## src/rtl/core/tcpos_pkg.sv

```systemverilog
// Shared types and constants for the TCP option scanner.
// No dependencies; imported by tcpos_scan, tcp_option_scanner and sim/tb.sv.
package tcpos_pkg;

   // Option kinds with special handling
   localparam logic [7:0] KIND_EOL    = 8'd0;
   localparam logic [7:0] KIND_NOP    = 8'd1;
   localparam logic [7:0] KIND_MSS    = 8'd2;
   localparam logic [7:0] KIND_WSCALE = 8'd3;

   // Smallest legal option length (kind + length bytes)
   localparam logic [7:0] LEN_MIN = 8'd2;

   // Values that mean "not captured"
   localparam logic [15:0] MSS_ABSENT   = 16'hffff;
   localparam logic [7:0]  SCALE_ABSENT = 8'hff;

   // Stream widths
   localparam int REQ_DATA_W = 24;
   localparam int RSP_DATA_W = 56;

   typedef struct packed {
      logic [7:0]  option_kind;
      logic        kind_valid;
      logic        summary_last;
      logic [15:0] mss_value;
      logic        mss_present;
      logic [7:0]  scale_value;
      logic        scale_present;
      logic [15:0] window_out;
      logic        had_options;
   } result_type;

   // Results raised by one request: kind result first, then summary
   typedef struct packed {
      logic       kind_hit;
      result_type kind_res;
      logic       sum_hit;
      result_type sum_res;
   } scan_out_type;

endpackage

```

## src/rtl/core/tcpos_scan.sv

```systemverilog
// Option walk state machine: consumes one byte per accepted request and
// raises up to two results. Depends on tcpos_pkg.
module tcpos_scan
   import tcpos_pkg::*;
(
   input  logic         clock,
   input  logic         reset,
   input  logic         accept,
   input  logic [7:0]   option_byte,
   input  logic         last_byte,
   input  logic         no_options,
   input  logic [15:0]  window,
   output scan_out_type scan_out
);

   typedef enum logic [1:0] {
      PH_KIND,
      PH_LEN,
      PH_DATA,
      PH_STOP
   } phase_type;

   localparam logic [1:0] POS_HOLD = 2'd2;

   phase_type   phase_ff, phase_in, phase_upd;
   logic [7:0]  kind_ff, kind_in, kind_upd;
   logic [7:0]  left_ff, left_in, left_upd;
   logic [1:0]  pos_ff, pos_in, pos_upd;
   logic [15:0] mss_ff, mss_in, mss_upd;
   logic [7:0]  scale_ff, scale_in, scale_upd;
   logic [7:0]  high_ff, high_in, high_upd;
   logic        kind_hit;
   logic        sum_hit;

   always_comb begin
      phase_upd = phase_ff;
      kind_upd  = kind_ff;
      left_upd  = left_ff;
      pos_upd   = pos_ff;
      mss_upd   = mss_ff;
      scale_upd = scale_ff;
      high_upd  = high_ff;
      kind_hit  = 1'b0;
      if (accept && !no_options) begin
         case (phase_ff)
            PH_KIND: begin
               kind_hit = 1'b1;
               if (option_byte == KIND_EOL) begin
                  phase_upd = PH_STOP;
               end else if (option_byte != KIND_NOP) begin
                  kind_upd  = option_byte;
                  phase_upd = PH_LEN;
               end
            end
            PH_LEN: begin
               if (option_byte < LEN_MIN) begin
                  phase_upd = PH_STOP;
               end else begin
                  left_upd  = option_byte - LEN_MIN;
                  pos_upd   = 2'd0;
                  phase_upd = (option_byte == LEN_MIN) ? PH_KIND : PH_DATA;
               end
            end
            PH_DATA: begin
               if (kind_ff == KIND_MSS) begin
                  if (pos_ff == 2'd0) begin
                     high_upd = option_byte;
                  end else if (pos_ff == 2'd1) begin
                     mss_upd = {high_ff, option_byte};
                  end
               end else if (kind_ff == KIND_WSCALE && pos_ff == 2'd0) begin
                  scale_upd = option_byte;
               end
               if (pos_ff != POS_HOLD) begin
                  pos_upd = pos_ff + 2'd1;
               end
               left_upd = left_ff - 8'd1;
               if (left_ff == 8'd1) begin
                  phase_upd = PH_KIND;
               end
            end
            default: begin
               // stopped: ignore bytes until the end of the area
            end
         endcase
      end

      sum_hit = accept && (no_options || last_byte);

      // end of area: clear the walk after the summary has sampled it
      if (sum_hit) begin
         phase_in = PH_KIND;
         kind_in  = 8'd0;
         left_in  = 8'd0;
         pos_in   = 2'd0;
         mss_in   = MSS_ABSENT;
         scale_in = SCALE_ABSENT;
         high_in  = 8'd0;
      end else begin
         phase_in = phase_upd;
         kind_in  = kind_upd;
         left_in  = left_upd;
         pos_in   = pos_upd;
         mss_in   = mss_upd;
         scale_in = scale_upd;
         high_in  = high_upd;
      end
   end

   always_comb begin
      scan_out = '0;
      scan_out.kind_hit             = kind_hit;
      scan_out.kind_res.option_kind = option_byte;
      scan_out.kind_res.kind_valid  = 1'b1;

      scan_out.sum_hit                = sum_hit;
      scan_out.sum_res.summary_last   = 1'b1;
      scan_out.sum_res.mss_value      = no_options ? MSS_ABSENT : mss_upd;
      scan_out.sum_res.scale_value    = no_options ? SCALE_ABSENT : scale_upd;
      scan_out.sum_res.mss_present    = !no_options && (mss_upd != MSS_ABSENT);
      scan_out.sum_res.scale_present  = !no_options && (scale_upd != SCALE_ABSENT);
      scan_out.sum_res.window_out     = window;
      scan_out.sum_res.had_options    = !no_options;
   end

   always_ff @(posedge clock) begin
      if (reset) begin
         phase_ff <= PH_KIND;
         kind_ff  <= 8'd0;
         left_ff  <= 8'd0;
         pos_ff   <= 2'd0;
         mss_ff   <= MSS_ABSENT;
         scale_ff <= SCALE_ABSENT;
         high_ff  <= 8'd0;
      end else begin
         phase_ff <= phase_in;
         kind_ff  <= kind_in;
         left_ff  <= left_in;
         pos_ff   <= pos_in;
         mss_ff   <= mss_in;
         scale_ff <= scale_in;
         high_ff  <= high_in;
      end
   end

endmodule

```

## src/rtl/core/tcp_option_scanner.sv

```systemverilog
// Top level of the TCP option scanner: request stream in, result queue out.
// Depends on tcpos_pkg and tcpos_scan.
//
// The scanner walks a TCP option area one byte per request and reports each
// option kind it meets, then a summary (MSS, window scale, echoed window) on
// the byte flagged by req_tlast or on a request with req_tuser (no options)
// set. A request is taken while req_tready is high; its results go into a
// three-entry result queue that drains one result per cycle while rsp_tready
// is high. req_tready is high while the queue holds at most one result, so
// plain option bytes flow at one request per clock while the receiver keeps
// up; a request that raises both a kind result and a summary takes two queue
// slots. Results are registered in the queue before they reach rsp_tdata.
module tcp_option_scanner
   import tcpos_pkg::*;
(
   input  logic                  clock,
   input  logic                  reset,

   input  logic                  req_tvalid,
   output logic                  req_tready,
   // [7:0] option_byte, [23:8] window
   input  logic [REQ_DATA_W-1:0] req_tdata,
   input  logic                  req_tlast,   // last_byte
   input  logic                  req_tuser,   // no_options

   output logic                  rsp_tvalid,
   input  logic                  rsp_tready,
   // [7:0] option_kind, [23:8] mss_value, [24] mss_present,
   // [32:25] scale_value, [33] scale_present, [49:34] window_out,
   // [50] had_options, [55:51] zero
   output logic [RSP_DATA_W-1:0] rsp_tdata,
   output logic                  rsp_tlast,   // summary_last
   output logic                  rsp_tuser    // kind_valid
);

   localparam int QUEUE_DEPTH = 3;

   logic         req_accept;
   logic         rsp_accept;
   scan_out_type scan_out;

   result_type   queue_ff [QUEUE_DEPTH];
   logic [1:0]   head_ff, head_in;
   logic [1:0]   tail_ff, tail_in;
   logic [1:0]   count_ff, count_in;
   logic [1:0]   tail_next;
   logic [1:0]   push_count;
   result_type   first_res;
   result_type   head_res;

   // step a queue pointer, wrapping at the queue depth
   function automatic logic [1:0] ptr_step(input logic [1:0] ptr);
      return (ptr == 2'(QUEUE_DEPTH - 1)) ? 2'd0 : ptr + 2'd1;
   endfunction

   // hold off new requests until two free slots are guaranteed
   assign req_tready = (count_ff <= 2'd1);
   assign req_accept = req_tvalid && req_tready;
   assign rsp_accept = rsp_tvalid && rsp_tready;

   tcpos_scan u_scan (
      .clock       (clock),
      .reset       (reset),
      .accept      (req_accept),
      .option_byte (req_tdata[7:0]),
      .last_byte   (req_tlast),
      .no_options  (req_tuser),
      .window      (req_tdata[23:8]),
      .scan_out    (scan_out)
   );

   always_comb begin
      push_count = 2'(scan_out.kind_hit) + 2'(scan_out.sum_hit);
      first_res  = scan_out.kind_hit ? scan_out.kind_res : scan_out.sum_res;
      tail_next  = ptr_step(tail_ff);
      tail_in    = tail_ff;
      if (push_count == 2'd1) begin
         tail_in = tail_next;
      end else if (push_count == 2'd2) begin
         tail_in = ptr_step(tail_next);
      end
      head_in  = rsp_accept ? ptr_step(head_ff) : head_ff;
      count_in = count_ff - 2'(rsp_accept) + push_count;
   end

   // payload slots: write the first result at the tail, a second one after it
   always_ff @(posedge clock) begin
      if (push_count != 2'd0) begin
         queue_ff[tail_ff] <= first_res;
      end
      if (push_count == 2'd2) begin
         queue_ff[tail_next] <= scan_out.sum_res;
      end
   end

   always_ff @(posedge clock) begin
      if (reset) begin
         head_ff  <= 2'd0;
         tail_ff  <= 2'd0;
         count_ff <= 2'd0;
      end else begin
         head_ff  <= head_in;
         tail_ff  <= tail_in;
         count_ff <= count_in;
      end
   end

   assign head_res   = queue_ff[head_ff];
   assign rsp_tvalid = (count_ff != 2'd0);
   assign rsp_tlast  = head_res.summary_last;
   assign rsp_tuser  = head_res.kind_valid;
   assign rsp_tdata  = {5'd0,
                        head_res.had_options,
                        head_res.window_out,
                        head_res.scale_present,
                        head_res.scale_value,
                        head_res.mss_present,
                        head_res.mss_value,
                        head_res.option_kind};

   // the queue never overfills
   a_no_overflow: assert property (@(posedge clock) disable iff (reset)
      count_ff <= 2'(QUEUE_DEPTH))
      else $error("result queue count exceeds depth");

   // every request that ends the area leaves a result waiting
   a_summary_queued: assert property (@(posedge clock) disable iff (reset)
      (req_accept && (req_tuser || req_tlast)) |=> rsp_tvalid)
      else $error("end-of-area request left no result queued");

   // a summary never reports an option kind
   a_summary_shape: assert property (@(posedge clock) disable iff (reset)
      (scan_out.sum_hit) |-> (scan_out.sum_res.summary_last
                              && !scan_out.sum_res.kind_valid))
      else $error("summary result marked as kind result");

   // results only appear in response to accepted requests
   a_push_needs_accept: assert property (@(posedge clock) disable iff (reset)
      (push_count != 2'd0) |-> req_accept)
      else $error("result pushed without an accepted request");

endmodule

```

## config.mk

```make
export PLATFORM = sky130hd
export DESIGN_NAME = tcp_option_scanner
export DESIGN_NICKNAME = d
export VERILOG_FILES = /design/src/rtl/core/tcpos_pkg.sv /design/src/rtl/core/tcpos_scan.sv /design/src/rtl/core/tcp_option_scanner.sv
export SDC_FILE = /design/constraint.sdc
export NUM_CORES = 1
export LEC_CHECK = 0
export ABC_AREA = 1
export BUFFER_PORTS_ARGS = -buffer_cell sky130_fd_sc_hd__buf_4
export CAP_MARGIN = 20
export CORE_MARGIN = 3
export CORE_UTILIZATION = 35
export DETAILED_ROUTE_END_ITERATION = 7
export MAX_ROUTING_LAYER = met4
export PLACE_DENSITY = 0.52
export REMOVE_ABC_BUFFERS = 1
export SLEW_MARGIN = 30
export SYNTH_ARGS = -nofsm -noshare
export SYNTH_HDL_FRONTEND = slang
export SYNTH_SLANG_ARGS = --single-unit
```

## constraint.sdc

```tcl
create_clock -name clock -period 5.3 [get_ports clock]
set_input_delay 0.795 -clock clock [delete_from_list [all_inputs] [get_ports clock]]
set_output_delay 0.795 -clock clock [all_outputs]
set_load 0.01 [all_outputs]
```

Word-level counts from Yosys, hierarchy flattened
Memory sizes are Yosys's and may differ from the RTL's. A register that Yosys moved wholly into a read port is not among the register bits.
Index checks and enable logic that the tools add are counted.
- bits in registers: 58
- memories kept: 1
- RAM bits: 159
- output and inout bits: 60
- input port bits: 30
- add/subtract/negate cells: 9
- bitwise gates (word level): 1
- order comparisons: 2
- muxes and demuxes: 36
- reductions and logical operators: 23
- equality and inequality tests: 20
- memories (memory ; words ; bits a word ; rd ports ; clocked after Yosys merged registers in ; wr ports ; RTL line ; source):
    queue_ff ; 3 ; 53 ; 1 ; 1 ; 2 ; tcp_option_scanner.sv:42 ; result_type queue_ff [QUEUE_DEPTH];
- operators by type and width (operator ; count):
    16-bit 2-to-1 mux ; 6
    53-bit 2-to-1 mux ; 1
    8-bit 2-to-1 mux ; 6
    2-bit 2-to-1 mux ; 14
    8-bit by 2-bit == test with 1-bit output (second input constant) ; 3
    16-bit inequality test (second input constant) ; 1
    8-bit case mux with 2 select lines ; 1
    4-bit AND reduction ; 4
    2-bit == test (second input constant) ; 5
    2-bit by 1-bit adder with 2-bit output (second input constant) ; 4
    8-bit by 1-bit == test with 1-bit output (second input constant) ; 1
    8-bit zero test ; 1
    8-bit by 2-bit < comparator with 1-bit output (second input constant) ; 1
    8-bit by 1-bit inequality test with 1-bit output (second input constant) ; 1
    8-bit inequality test (second input constant) ; 1
    2-bit nonzero test ; 4
    8-bit by 1-bit subtractor with 8-bit output (second input constant) ; 1
    8-bit by 2-bit subtractor with 8-bit output (second input constant) ; 1
    1-bit logical AND ; 7
    2-bit by 1-bit == test with 1-bit output (second input constant) ; 3
    1-bit 2-to-1 mux ; 6
    2-bit case mux with 3 select lines ; 1
    2-bit zero test ; 2
    2-bit by 1-bit inequality test with 1-bit output (second input constant) ; 2
    other kinds (13) ; 14

Logic depth before layout (Yosys ltp)
- depth after elaboration: 9
- depth in mapped cells: 14

Hierarchy
From an unflattened synthesis, not the netlist that was laid out.
- cells, all modules: 1494
- area, all modules: 12057.8 µm²
- modules (own cells, without submodules) (module ; cells an instance ; times used ; seq. area each (µm²) ; area each (µm²)):
    tcp_option_scanner ; 993 ; 1 ; 4934.7 ; 8650.8
    tcpos_scan ; 501 ; 1 ; 1041.0 ; 3407.0

Least setup slack after synthesis
No wires, ideal clock.
- path kind: input -> register
- from: input port req_tuser
- to: memory queue_ff[2][0] (netlist bit) (enable)
- arrival time: 2.946 ns
- stages: 9
- required time: 4.893 ns
- buffers on the path: 1
- slack: 1.947 ns
- path through: inv_4 > nand3_4 > inv_2 > nand2_4 > ha_1 > nor3_1 > inv_1 > clkbuf_1 > nand2_1
- RTL lines (element ; RTL line ; source):
    start: declaration ; tcp_option_scanner.sv:24 ; input logic req_tuser,
    end: declaration ; tcp_option_scanner.sv:42 ;

==> results.toml <==
[status]
status = "completed"

[synth]
yosys-top-cells-area = "edfxtp_1 39%, dfxtp_1 18%, nand2_1 11%"
synth_edf_count = 129
yosys_warnings = 0
syn_inst = 1170
yosysTopAreaCell = "edfxtp_1"
yosysTopAreaCellShare_pct = 38.8
syn-mean-instance-area_sq_um = 8.54
synthArstFlopShare_pct = 0
netlist_area_sq_um = 9990
synth_flop_cell = "edfxtp_1"
synth-seq-area-share_pct = 56.8
synth_cell_types = 42
ys_ff_latch = 219

[timing]
grt_setup_unrepaired = "false"
finalWorstSetupSlack_ns = 1.94
worst_hold_slack_ns = 0.458
setup_viol = 0
period_needed_ns = 3.36
max_freq_mhz = 297
relSlewSlack_pct = 37.8
worstMarginPinSlew_ns = 0.929
timing.final.crit_share_pct = 63.5
drv_slew = 0
fin_skew_ns = 0.0143
tns_ns = 0
hold_viol = 0

[job]
maxCapViolCount = 0

[clocking]
hold_buffers = 0
path_clk_slew_ns = 0.06
clkSinkCount = 219
clockRootBuffer = "clkbuf_16"
cts_resized = 0
numCtsBuffers = 25
worstSkewPairLatency_ns = 0.52
clockBufferDepth = 3
htreeDepth = 1
post_cts_buffers = 0
cts_tree = "done"

[drt]
viasPerCell = 4.70
routedWlPerCell_microns = 15.4
first_iter_violations = 568
drc = 0
num_vias = 7699
antenna_left = 0
dr.pass1.iters = 5
wl_microns = 25200

[setup_path]
arrival_ns = 2.57
cp-end-kind = "output port"
worstPathRequired_ns = 4.51
startpoint_type = "register"
cp_max_fo = 45
critPathKind = "register to output port"

[floorplanning]
die_h_microns = 175
rows = 61
die-area_sq_um = 30600
die_x_microns = 175
initial_core_util_pct = 35.8
ioPinCount = 90
core-area_sq_um = 27900

[placement]
pre_cts_slack_ns = 1.56
place_inst = 1592
io_buffers = 84
dpl-instance-area_sq_um = 10900
hpwl_microns = 16600
place.gp.congestion = 0.832

[layout]
drive_above_1_share_pct = 13.0
diodes = 0
fillers = 2847
final_common_cell = "nand2_1"
fin_cells = 1638
nets = 1286
final_cell_area_sq_um = 11700
area_growth_pct = 16.8
fin_util_pct = 41.8
mostFrequentLayoutCells = "277 x nand2_1, 179 x inv_1, 130 x nor2_1, 130 x a21oi_1, 129 x edfxtp_1"

[global_route]
grt_overflow_total = 0
grt_max_degree = 46
antenna_found_initial = 0
track_usage_pct = 16.8
grt_pass1_wl_microns = 40500
grt_pass1_vias = 7519

[power]
p_sw_share_pct = 33.5
pwr-share-comb_pct = 31.7
seq_power_share_pct = 40.6
ir_drop_mv = 0.238
p_leak_nw = 5.50
power.internal_mw = 3.83
power_density_nw_per_um2 = 494
clkPwrFrac_pct = 27.7
p_switching_mw = 1.93
finalPower_mw = 5.77

[hold_path]
hp-class = "register to register"
[worst max-delay path, cell delays in order (launching register included)]
cell,delay (ns)
dfxtp_2,0.31
buf_4,0.29
inv_2,0.37
buf_4,0.52
nor2_1,0.08
a21oi_1,0.26
buf_4,0.18
[Yosys cell counts (all sizes together) (2+ instances only)]
library cell / count
clkbuf: 26
o211ai: 11
ha: 15
a211oi: 3
nor2: 137
buf: 28
dfxtp: 90
edfxtp: 129
or2: 2
xor2: 3
o22ai: 16
inv: 188
nor3: 2
o31ai: 3
o21ai: 61
nand3: 33
nand2: 283
a21oi: 131
[final timing paths]
path	from	to	slack (ns)	cells after the start
min reg2reg	queue_ff[0][43]$_SDFFE_PP1P_	queue_ff[0][43]$_SDFFE_PP1P_	0.46	2
min	queue_ff[0][43]$_SDFFE_PP1P_	queue_ff[0][43]$_SDFFE_PP1P_	0.46	2
max reg2reg	count_ff[1]$_SDFF_PP0_	queue_ff[2][7]$_DFFE_PP_	2.32	10
max	register	rsp_tdata[29]	1.94	6
[layout make-up]
cell class / instances / area (sq um) / area share (%)
sequential: 219 / 5680 / 48.6
clock buffer: 29 / 672 / 5.76
tap: 378 / 473 / 4.05
clock inverter: 17 / 88.8 / 0.761
timing repair buffer: 94 / 706 / 6.05
inverter: 189 / 714 / 6.12
multi-input combinational: 712 / 3340 / 28.6
[flip-flops by register name, summed over array words and instances (netlist names), named ones only]
register,flops
u_scan.high_ff,8
queue_ff,159
tail_ff,2
count_ff,2
u_scan.left_ff,8
u_scan.phase_ff,2
u_scan.pos_ff,2
u_scan.kind_ff,8
head_ff,2
u_scan.mss_ff,16
u_scan.scale_ff,8
[power by group through the flow]
stage | Combinational (mW) | Sequential, mW | Clock, mW
4_1_cts | 1.87 | 2.34 | 1.64
5_1_grt | 2.05 | 2.37 | 1.71
3_3_place_gp | 1.86 | 2.37 | 0
6_report | 1.83 | 2.34 | 1.60
3_5_place_dp | 1.86 | 2.38 | 0
2_1_floorplan | 1.01 | 2.38 | 0
[per-layer routing]
layer  part of all wire (%)  global-route usage, %
met4                    1.4                   3.19
met5                      0                      -
met1                     48                   23.1
met3                    3.9                   2.11
met2                     46                   27.0
[cells by family (layout without fill, tap and decap cells)]
group / count (synthesis) / in the layout / synth area share, %
AND/OR/NAND/NOR: 459 / 459 / 18.4
XOR/XNOR: 4 / 4 / 0.351
adder cells (fa/ha/maj): 15 / 15 / 1.88
flip-flops: 219 / 219 / 56.8
AO/OA/AOI/OAI: 229 / 229 / 12.4
other: 1 / 5 / 0.0375
buffers and inverters: 243 / 329 / 10.1
Note: power is estimated with default switching activity, not from simulation.
